`config.mk`:
```
export PLATFORM = sky130hd
export DESIGN_NAME = rmpp_map
export DESIGN_NICKNAME = d
export VERILOG_FILES = /design/src/sv/rmpp_pkg.sv /design/src/sv/rmpp_map.sv
export SDC_FILE = /design/constraint.sdc
export NUM_CORES = 1
export LEC_CHECK = 0
export BUFFER_PORTS_ARGS = -buffer_cell sky130_fd_sc_hd__buf_2
export CORE_MARGIN = 2
export CORE_UTILIZATION = 55
export DETAILED_ROUTE_END_ITERATION = 10
export PLACE_DENSITY = 0.89
export SYNTH_ARGS = -nofsm -noshare
export SYNTH_HDL_FRONTEND = slang
export SYNTH_SLANG_ARGS = --single-unit
```
`constraint.sdc`:
```
create_clock -name vclk -period 12.9
set_input_delay 1.29 -clock vclk [all_inputs]
set_output_delay 1.29 -clock vclk [all_outputs]
set_load 0.03 [all_outputs]
```
`src/sv/rmpp_pkg.sv`:
```
// ----------------------------------------------------------------------------
// rmpp_pkg
// Shared constants, codes and types of the rotated mono pixel packer.
// ----------------------------------------------------------------------------
package rmpp_pkg;

    // default panel geometry (landscape panel, portrait view)
    localparam int PANEL_COLS_DEF = 400;
    localparam int PANEL_ROWS_DEF = 300;

    // raster coordinate width and configuration port widths
    localparam int COORD_W   = 9;
    localparam int CFG_IDX_W = 3;

    // RGB565 threshold and frame store fill value
    localparam logic [15:0] ON_LEVEL  = 16'h7FFF;
    localparam logic [7:0]  FILL_BYTE = 8'hFF;

    // register indexes
    localparam logic [CFG_IDX_W-1:0] REG_WIN_LEFT    = 3'd0;
    localparam logic [CFG_IDX_W-1:0] REG_WIN_TOP     = 3'd1;
    localparam logic [CFG_IDX_W-1:0] REG_WIN_RIGHT   = 3'd2;
    localparam logic [CFG_IDX_W-1:0] REG_WIN_BOTTOM  = 3'd3;
    localparam logic [CFG_IDX_W-1:0] REG_SOURCE_MODE = 3'd4;

    // register reset values
    localparam logic [COORD_W-1:0] WIN_LEFT_RST   = 9'd0;
    localparam logic [COORD_W-1:0] WIN_TOP_RST    = 9'd0;
    localparam logic [COORD_W-1:0] WIN_RIGHT_RST  = 9'd299;
    localparam logic [COORD_W-1:0] WIN_BOTTOM_RST = 9'd399;

    // request kinds
    localparam logic REQ_WRITE = 1'b0;
    localparam logic REQ_READ  = 1'b1;

    // per-pixel control from the address mapper
    typedef struct packed {
        logic       hit;   // pixel lands on a byte of the store
        logic [7:0] mask;  // bit of that byte
    } pix_ctl_t;

endpackage

```
`src/sv/rmpp_map.sv`:
```
// ----------------------------------------------------------------------------
// rmpp_map
// Maps a portrait view position to a frame store byte address and bit mask:
// clockwise rotation, row flip and 2x4 packing.
// ----------------------------------------------------------------------------
module rmpp_map #(
    parameter int PANEL_COLS = rmpp_pkg::PANEL_COLS_DEF,
    parameter int PANEL_ROWS = rmpp_pkg::PANEL_ROWS_DEF,
    parameter int AW         = 14
) (
    input  logic [rmpp_pkg::COORD_W-1:0] col,
    input  logic [rmpp_pkg::COORD_W-1:0] row,
    output logic [AW-1:0]                addr,
    output rmpp_pkg::pix_ctl_t           ctl
);

    localparam int FS_BYTES = (PANEL_COLS * PANEL_ROWS) / 8;
    localparam int QROWS    = PANEL_ROWS / 4;
    localparam int CW       = $clog2(PANEL_COLS);
    localparam int RW       = $clog2(PANEL_ROWS);
    localparam int IDX_MAX  = ((PANEL_COLS - 1) / 2) * QROWS + (PANEL_ROWS - 1) / 4;
    localparam int IW       = $clog2(IDX_MAX + 1);

    localparam logic [CW-1:0] PC_MAX = CW'(PANEL_COLS - 1);
    localparam logic [RW-1:0] IY_MAX = RW'(PANEL_ROWS - 1);

    logic          in_view;
    logic [CW-1:0] pc;
    logic [RW-1:0] iy;
    logic [IW-1:0] idx;

    assign in_view = (32'(col) < PANEL_ROWS) && (32'(row) < PANEL_COLS);

    // rotate clockwise, then flip the panel row
    assign pc = PC_MAX - CW'(row);
    assign iy = IY_MAX - RW'(col);

    assign idx = IW'(pc[CW-1:1]) * IW'(QROWS) + IW'(iy[RW-1:2]);

    assign addr     = AW'(idx);
    assign ctl.hit  = in_view && (32'(idx) < FS_BYTES);
    assign ctl.mask = 8'h80 >> {iy[1:0], pc[0]};

endmodule

```
* Word-level counts from Yosys, hierarchy flattened
Index checks and enable logic that the tools add are counted.
** Operators by class
- Multiply operators :: 1
- Add/subtract/negate cells :: 3
- $lt $le $gt $ge :: 3
- Shifts and indexed selects :: 1
- Reduce and logical (&&, ||, !) cells :: 2
** Operator list (count)
- $lt A9 B9 Y1 const B :: 2
- $sub A9 B9 Y9 const A :: 2
- $add A14 B7 Y14 :: 1
- $lt A14 B14 Y1 const B :: 1
- $mul A8 B7 Y14 const B :: 1
- $shr A8 B3 Y8 const A :: 1
- $logic_and A1 B1 Y1 :: 2
** Storage, ports and cells
- Bits in registers :: 0
- Output and inout bits :: 23
- Input port bits :: 18
- Word-level logic and storage cells :: 10

* Depth between registers and ports, before layout
Gate-level depths: netlist (run 1).
- Word-level depth :: 5
- Depth in mapped cells :: 20
- Depth with buffers taken out :: 19

* Least setup slack after synthesis (run 1)
OpenSTA, ideal clock, no wires.
- Path type :: input port to output port
- From :: input port row[4] (netlist bit)
- To :: output port ctl[8] (netlist bit)
- Path buffers :: 0
- Data required time :: 11610 ps
- Data arrival time :: 5395 ps
- Setup slack :: 6215 ps
- Stages :: 18
- Path through :: inv_1 -> ha_1 -> inv_1 -> o21ai_1 -> xor2_1 -> ha_1 -> ha_1 -> fa_1 -> inv_1 -> fa_1 -> inv_1 -> ha_1 -> o211ai_1 -> nand3b_1 -> o41ai_4 -> xnor2_1 -> o21bai_1 -> a41oi_2
** RTL lines
- start, declared :: line rmpp_map.sv:12 : input logic [rmpp_pkg::COORD_W-1:0] row,
- end, declared :: line rmpp_map.sv:14 : output rmpp_pkg::pix_ctl_t ctl

==> results of run 1 <==
==> cell usage in the layout, fill, tap and decap left out, types with 2 or more instances in the layout <==
cell,netlist,routed
o21ai_0,3,3
xor2_1,9,9
nand3b_1,3,3
nor3b_1,4,4
fa_1,14,14
nand3_1,3,3
nand2b_1,2,2
and3b_1,2,2
xnor2_1,10,10
a21oi_2,2,2
a21o_1,3,3
ha_1,42,42
buf_2,0,41
o211ai_1,2,2
and3_1,2,2
nor3_1,2,2
a21oi_1,7,7
o21ai_1,2,2
nor2_1,11,11
inv_1,45,45
nand2_1,8,8
==> cells by family after synthesis <==
group | after synthesis
compound gates | 29
fa+ha+maj | 56
buf+inv | 46
mux | 1
simple gates | 40
xor+xnor | 19
==> stage by stage <==
stage               setup slack [ns]  instance area (µm²)  utilization, %  instances  hold slack, ns
floorplan                       6.21                 1600               -        191            2.69
global placement                6.24                 1840            66.6        262            2.93
detailed placement              6.11                 1840            66.6        262            2.93
CTS                             6.13                 1840            66.6        262            2.93
global route                    5.89                 1840            66.6        262            2.95
finish                          6.11                 1840            66.6        262            2.93
==> path summary, 6_finish.rpt <==
kind	from	endpoint	slack, ns	cells after the start
worst max-delay path	row[4]	ctl[8]	6.11	21
worst min-delay path	col[1]	ctl[3]	2.93	3
==> tightest hold or removal path: cells and delay by family <==
| family | cells | cell delay (ns) |
|---|---|---|
| AND/OR/NAND/NOR | 1 | 0.05 |
| buffers and inverters | 2 | 0.30 |
==> layout make-up <==
type	instances	area (µm²)
multi-input combinational	145	1420
fill	228	921
timing repair buffer	41	205
inverter	45	169
tap	31	38.8
==> routing by layer <==
layer	routed length (µm)	up-vias	share of wire, %
met5	0	-	0
met4	40	0	1.3
met3	143	5	4.6
met2	1550	39	50
met1	1350	632	44
li1	-	711	-
==> metrics.yaml, run 1 <==
floorplanning:
  die_w_um: 57.9
  dieHeight_um: 57.9
  start_util_pct: 57.9
  core_region_area_mm2: 0.00276
  rows: 19
  die-area_mm2: 0.00335
  pin_count: 41
global_route:
  grt_use_total_pct: 19.5
  grt-ovfl-total: 0
  grt_max_degree: 9
  busiest_layer: "met2"
  grt_pass1_wl_um: 5270
  first_global_vias: 1297
  met2_usage_pct: 37.7
  met3_usage_pct: 1.56
  antenna_found_initial: 0
  grtUsageMet1_pct: 23.0
logic_synthesis:
  synth_common_cells: "inv_1, ha_1, fa_1"
  synthDistinctLibCells: 35
  synth_fa_ha_area_share_pct: 50.5
  synth_top_family_by_area: "adder cells"
  synthTopCellsByArea: "ha_1, fa_1, inv_1"
  synth_compound_area_share_pct: 14.3
  netlist_area_mm2: 0.00160
  synth_top_area_share_pct: 32.9
  syn_nets: 265
  synth_simple_gate_area_share_pct: 13.3
  synthCells: 191
  synth-seq-area-share_pct: 0
  synth-xor-area-share_pct: 10.4
  synthMuxAreaShare_pct: 0.705
  synth_area_per_cell_um2: 8.36
  yosysWarnings: 0
  yosysMostFrequentCell: "inv_1"
  synth_area_leader_cell: "ha_1"
final_layout:
  finalNetCount: 307
  regArea_um2: 0
  nFlopsAndLatches: 0
  n_clock_buffer: 0
  drive_above_1_share_pct: 20.3
  diodes: 0
  area_delta_synth_final_pct: 15.0
sta:
  slew_headroom_pct: 70.0
  finalCritPeriodShare_pct: 52.6
  drv_slew: 0
  setup_violations: 0
  layout_min_cycle_time_ns: 6.79
  rsz0062_at_grt: "false"
  hold_viol_final: 0
  max_freq_mhz: 147
  setup-tns-final_ns: 0
  tightestPinTransition_ns: 0.446
worst_setup_path:
  cp_top_family: "adder cells"
  required_ns: 11.61
  critPathCaptureType: "primary output"
  cp.arrival_ns: 5.50
  cpMaxStageDelayCell: "fa_1"
  path_buf_inv: 6
  crit_fanout: 6
  cp_cell_sequence: "buf_2 > inv_1 > ha_1 > inv_1 > o21ai_1 > xor2_1 > ha_1 > ha_1 > fa_1 > inv_1 > fa_1 > inv_1 > ha_1 > o21a_1 > nor2_1 > a31oi_2 > nand3_1 > nor2_1 > a22o_1 > a41oi_2 > buf_2"
  worstSetupStartpointType: "input port"
  slowest_delay_ns: 0.54
  crit_type: "input port to primary output"
routing:
  viasPerCell: 5.29
  vias: 1387
  first_iter_violations: 25
  first_pass_iters: 4
  drc: 0
  finalWirelength_um: 3090
  post_drt_wl_per_cell_um: 11.8
  postRouteAntennaNets: 0
placement:
  io_buffers: 41
  gp_congestion: 0.835
  dp_hpwl_um: 2890
clock_tree:
  cts.repair.resized: 0
  holdBufCountCts: 0
  postCtsSetupBuffers: 0
worst_hold_path:
  hold_class: "input port to primary output"
job:
  max-cap-violations: 0
outcome:
  outcome: "completed"
Power of run 1 is left out: the tool's default activity adds up to more than one toggle a clock period on the data nets, which glitch-free logic cannot reach.
==> inputs of run 2 (changes only) <==
Settings changed: ABC_AREA set to 1.
Clock period 12.9 ns to 7 ns, I/O delays scaled along.
==> run 2 against run 1 <==
Critical path depth rose by 3. Synthesized area rose by 5.9%. Setup slack worse by 4.5 ns. Global-route usage up 2.0 points. Core utilization decreased by 1.6 points. Via count is 13% higher. Final area rose by 5.4%. Cell count grew 24%. Die area rose by 5.5%. Flip-flop and latch count did not move. Hold slack worse by 1.2 ns.
==> metrics.yaml, run 2 <==
outcome:
  outcome: "completed"
sta:
  max_freq_mhz: 185
  finalCritPeriodShare_pct: 77.1
  drv_slew: 0  # unchanged
  tightestPinTransition_ns: 0.467  # +0.0208 ns
  post-route-worst-setup-slack_ns: 1.60  # -4.51 ns
  rsz0062_at_grt: "false"
  layout_min_cycle_time_ns: 5.40
  slew_headroom_pct: 68.6  # -1.4 points
  setup-tns-final_ns: 0  # unchanged
  setup_violations: 0  # unchanged
  hold_viol_final: 0  # unchanged
routing:
  first_pass_iters: 4  # unchanged
  post_drt_wl_per_cell_um: 10.3  # -13%
  first_iter_violations: 22  # -12%
  drc: 0  # unchanged
  vias: 1569  # +13%
  postRouteAntennaNets: 0  # unchanged
  viasPerCell: 4.81  # -9.1%
  finalWirelength_um: 3360  # +8.7%
final_layout:
  finalNetCount: 369  # +20%
  fin_util_pct: 65.0  # -1.6 points
  n_clock_buffer: 0  # unchanged
  nFlopsAndLatches: 0  # unchanged
  drive_above_1_share_pct: 17.7  # -2.6 points
  layout_commonest_cell: "inv_1"
  diodes: 0  # unchanged
  mostFrequentLayoutCells: "inv_1, nand2_1, ha_1"
  regArea_um2: 0  # unchanged
  stdcell_count: 326  # +24%
  area_delta_synth_final_pct: 14.6
logic_synthesis:
  synthCells: 252  # +32%
  yosysMostFrequentCell: "inv_1"
  yosysWarnings: 0  # unchanged
  synth_area_leader_cell: "ha_1"
  synth_area_per_cell_um2: 6.71  # -20%
  synthDistinctLibCells: 20  # -43%
  syn_nets: 326  # +23%
  synth_common_cells: "inv_1, nand2_1, ha_1"
  netlist_area_mm2: 0.00169  # +5.9%
  synth_top_area_share_pct: 31.1  # -1.8 points
  synthTopCellsByArea: "ha_1, inv_1, fa_1"
  synth-seq-area-share_pct: 0  # unchanged
placement:
  gp_congestion: 0.895  # +7.1%
  dp_hpwl_um: 3140  # +8.7%
  placedCellCount: 326  # +24%
  io_buffers: 41  # unchanged
  dp_slack_ns: 1.58  # -4.53 ns
job:
  max-cap-violations: 0  # unchanged
floorplanning:
  dieHeight_um: 59.4  # +2.7%
  die_w_um: 59.4  # +2.7%
  die-area_mm2: 0.00353  # +5.5%
  core_region_area_mm2: 0.00298  # +8.0%
  rows: 20  # +1
  pin_count: 41  # unchanged
  start_util_pct: 56.8  # -1.1 points
worst_hold_path:
  hold_class: "input port to primary output"
power_and_ir_drop:
  p_total_mw: 0.807
  leakagePower_nw: 1.30
  switching_share_pct: 66.5
  pwr-share-comb_pct: 100.0
  power_density_mw_per_mm2: 417
  peakVddDrop_mv: 0.523
  p_int_mw: 0.270
  clkPwrFrac_pct: 0
  switching_power_mw: 0.537
  seq_power_share_pct: 0
worst_setup_path:
  critPathCaptureType: "primary output"
  required_ns: 6.30  # -5.31 ns
  crit_fanout: 5  # -1
  cp.arrival_ns: 4.70  # -0.80 ns
  worstSetupStartpointType: "input port"
  crit_type: "input port to primary output"
clock_tree:
  holdBufCountCts: 0  # unchanged
  postCtsSetupBuffers: 0  # unchanged
  cts.repair.resized: 0  # unchanged
global_route:
  first_global_vias: 1529  # +18%
  grt-ovfl-total: 0  # unchanged
  grt_max_degree: 7  # -2
  antenna_found_initial: 0  # unchanged
  grt_use_total_pct: 21.5  # +2.0 points
  grt_pass1_wl_um: 6080  # +15%
[run 2: cell count changes after synthesis, moves of 3 or more]
cell,change
nor3b_1,-4
nand3_1,+8
xor2_1,-5
nor2_1,-6
nand2_1,+50
inv_1,+32
nand2_2,+7
nor3_1,+7
a21oi_1,-3
xnor2_1,-6
[run 2: final cells by class]
type / count / area [µm²]
well taps: 33 / 41.3
repair buffers: 41 / 205
inverters: 77 / 289
fillers: 264 / 1040
multi-input cells: 175 / 1400
[run 2: worst paths after layout]
check / startpoint / endpoint / depth (start not counted)
max: row[4] / ctl[8] / 24
min: col[1] / ctl[0] / 3
[run 2: cells by family (layout without fill, tap and decap cells)]
group                      after synthesis  after routing  synth area share [%]
xor gates and xnor gates                 8              8                  4.14
adders and majority gates               56             56                  47.7
buffers and inverters                   77            118                  17.1
and+or+nand+nor                         99             99                  26.6
AOI/OAI and AO/OA                       12             12                  4.51
[run 2: power groups by stage]
| stage | clock [mW] | combinational [mW] | sequential (mW) |
|---|---|---|---|
| 3_5_place_dp | 0 | 0.806 | 0 |
| 2_1_floorplan | 0 | 0.634 | 0 |
| 3_3_place_gp | 0 | 0.789 | 0 |
| 4_1_cts | 0 | 0.812 | 0 |
| 5_1_grt | 0 | 0.905 | 0 |
| 6_report | 0 | 0.807 | 0 |
[run 2: routing by layer]
metal | vias up | track usage, % | share of wire [%]
met2 | 36 | 40.2 | 49
li1 | 855 | - | -
met5 | - | 0 | 0
met1 | 676 | 28.9 | 47
met3 | 2 | 0.437 | 4.0
met4 | 0 | 0.649 | 0.36
[run 2: worst max-delay path: stages]
cell and delay (ns):
buf_2 0.13, inv_1 0.07, ha_1 0.22, xnor2_1 0.42, ha_1 0.32, ha_1 0.30
fa_1 0.54, inv_1 0.06, fa_1 0.54, inv_1 0.04, ha_1 0.35, nand2_2 0.11
inv_1 0.05, nand2_1 0.06, nand2_1 0.08, nand2_1 0.08, nand2_1 0.06, nor2_1 0.08
nand2_1 0.06, nand2_1 0.06, nand2_1 0.05, nor2_1 0.08, a21oi_1 0.06, buf_2 0.17
[run 2: stage by stage]
stage	cell area (µm²)	hold WS (ns)
after global routing	1940	1.76
after global placement	1940	1.73
after detailed placement	1940	1.74
after CTS	1940	1.74
after floorplan	1690	1.51
final	1940	1.74
Note: power is estimated with default switching activity, not from simulation.
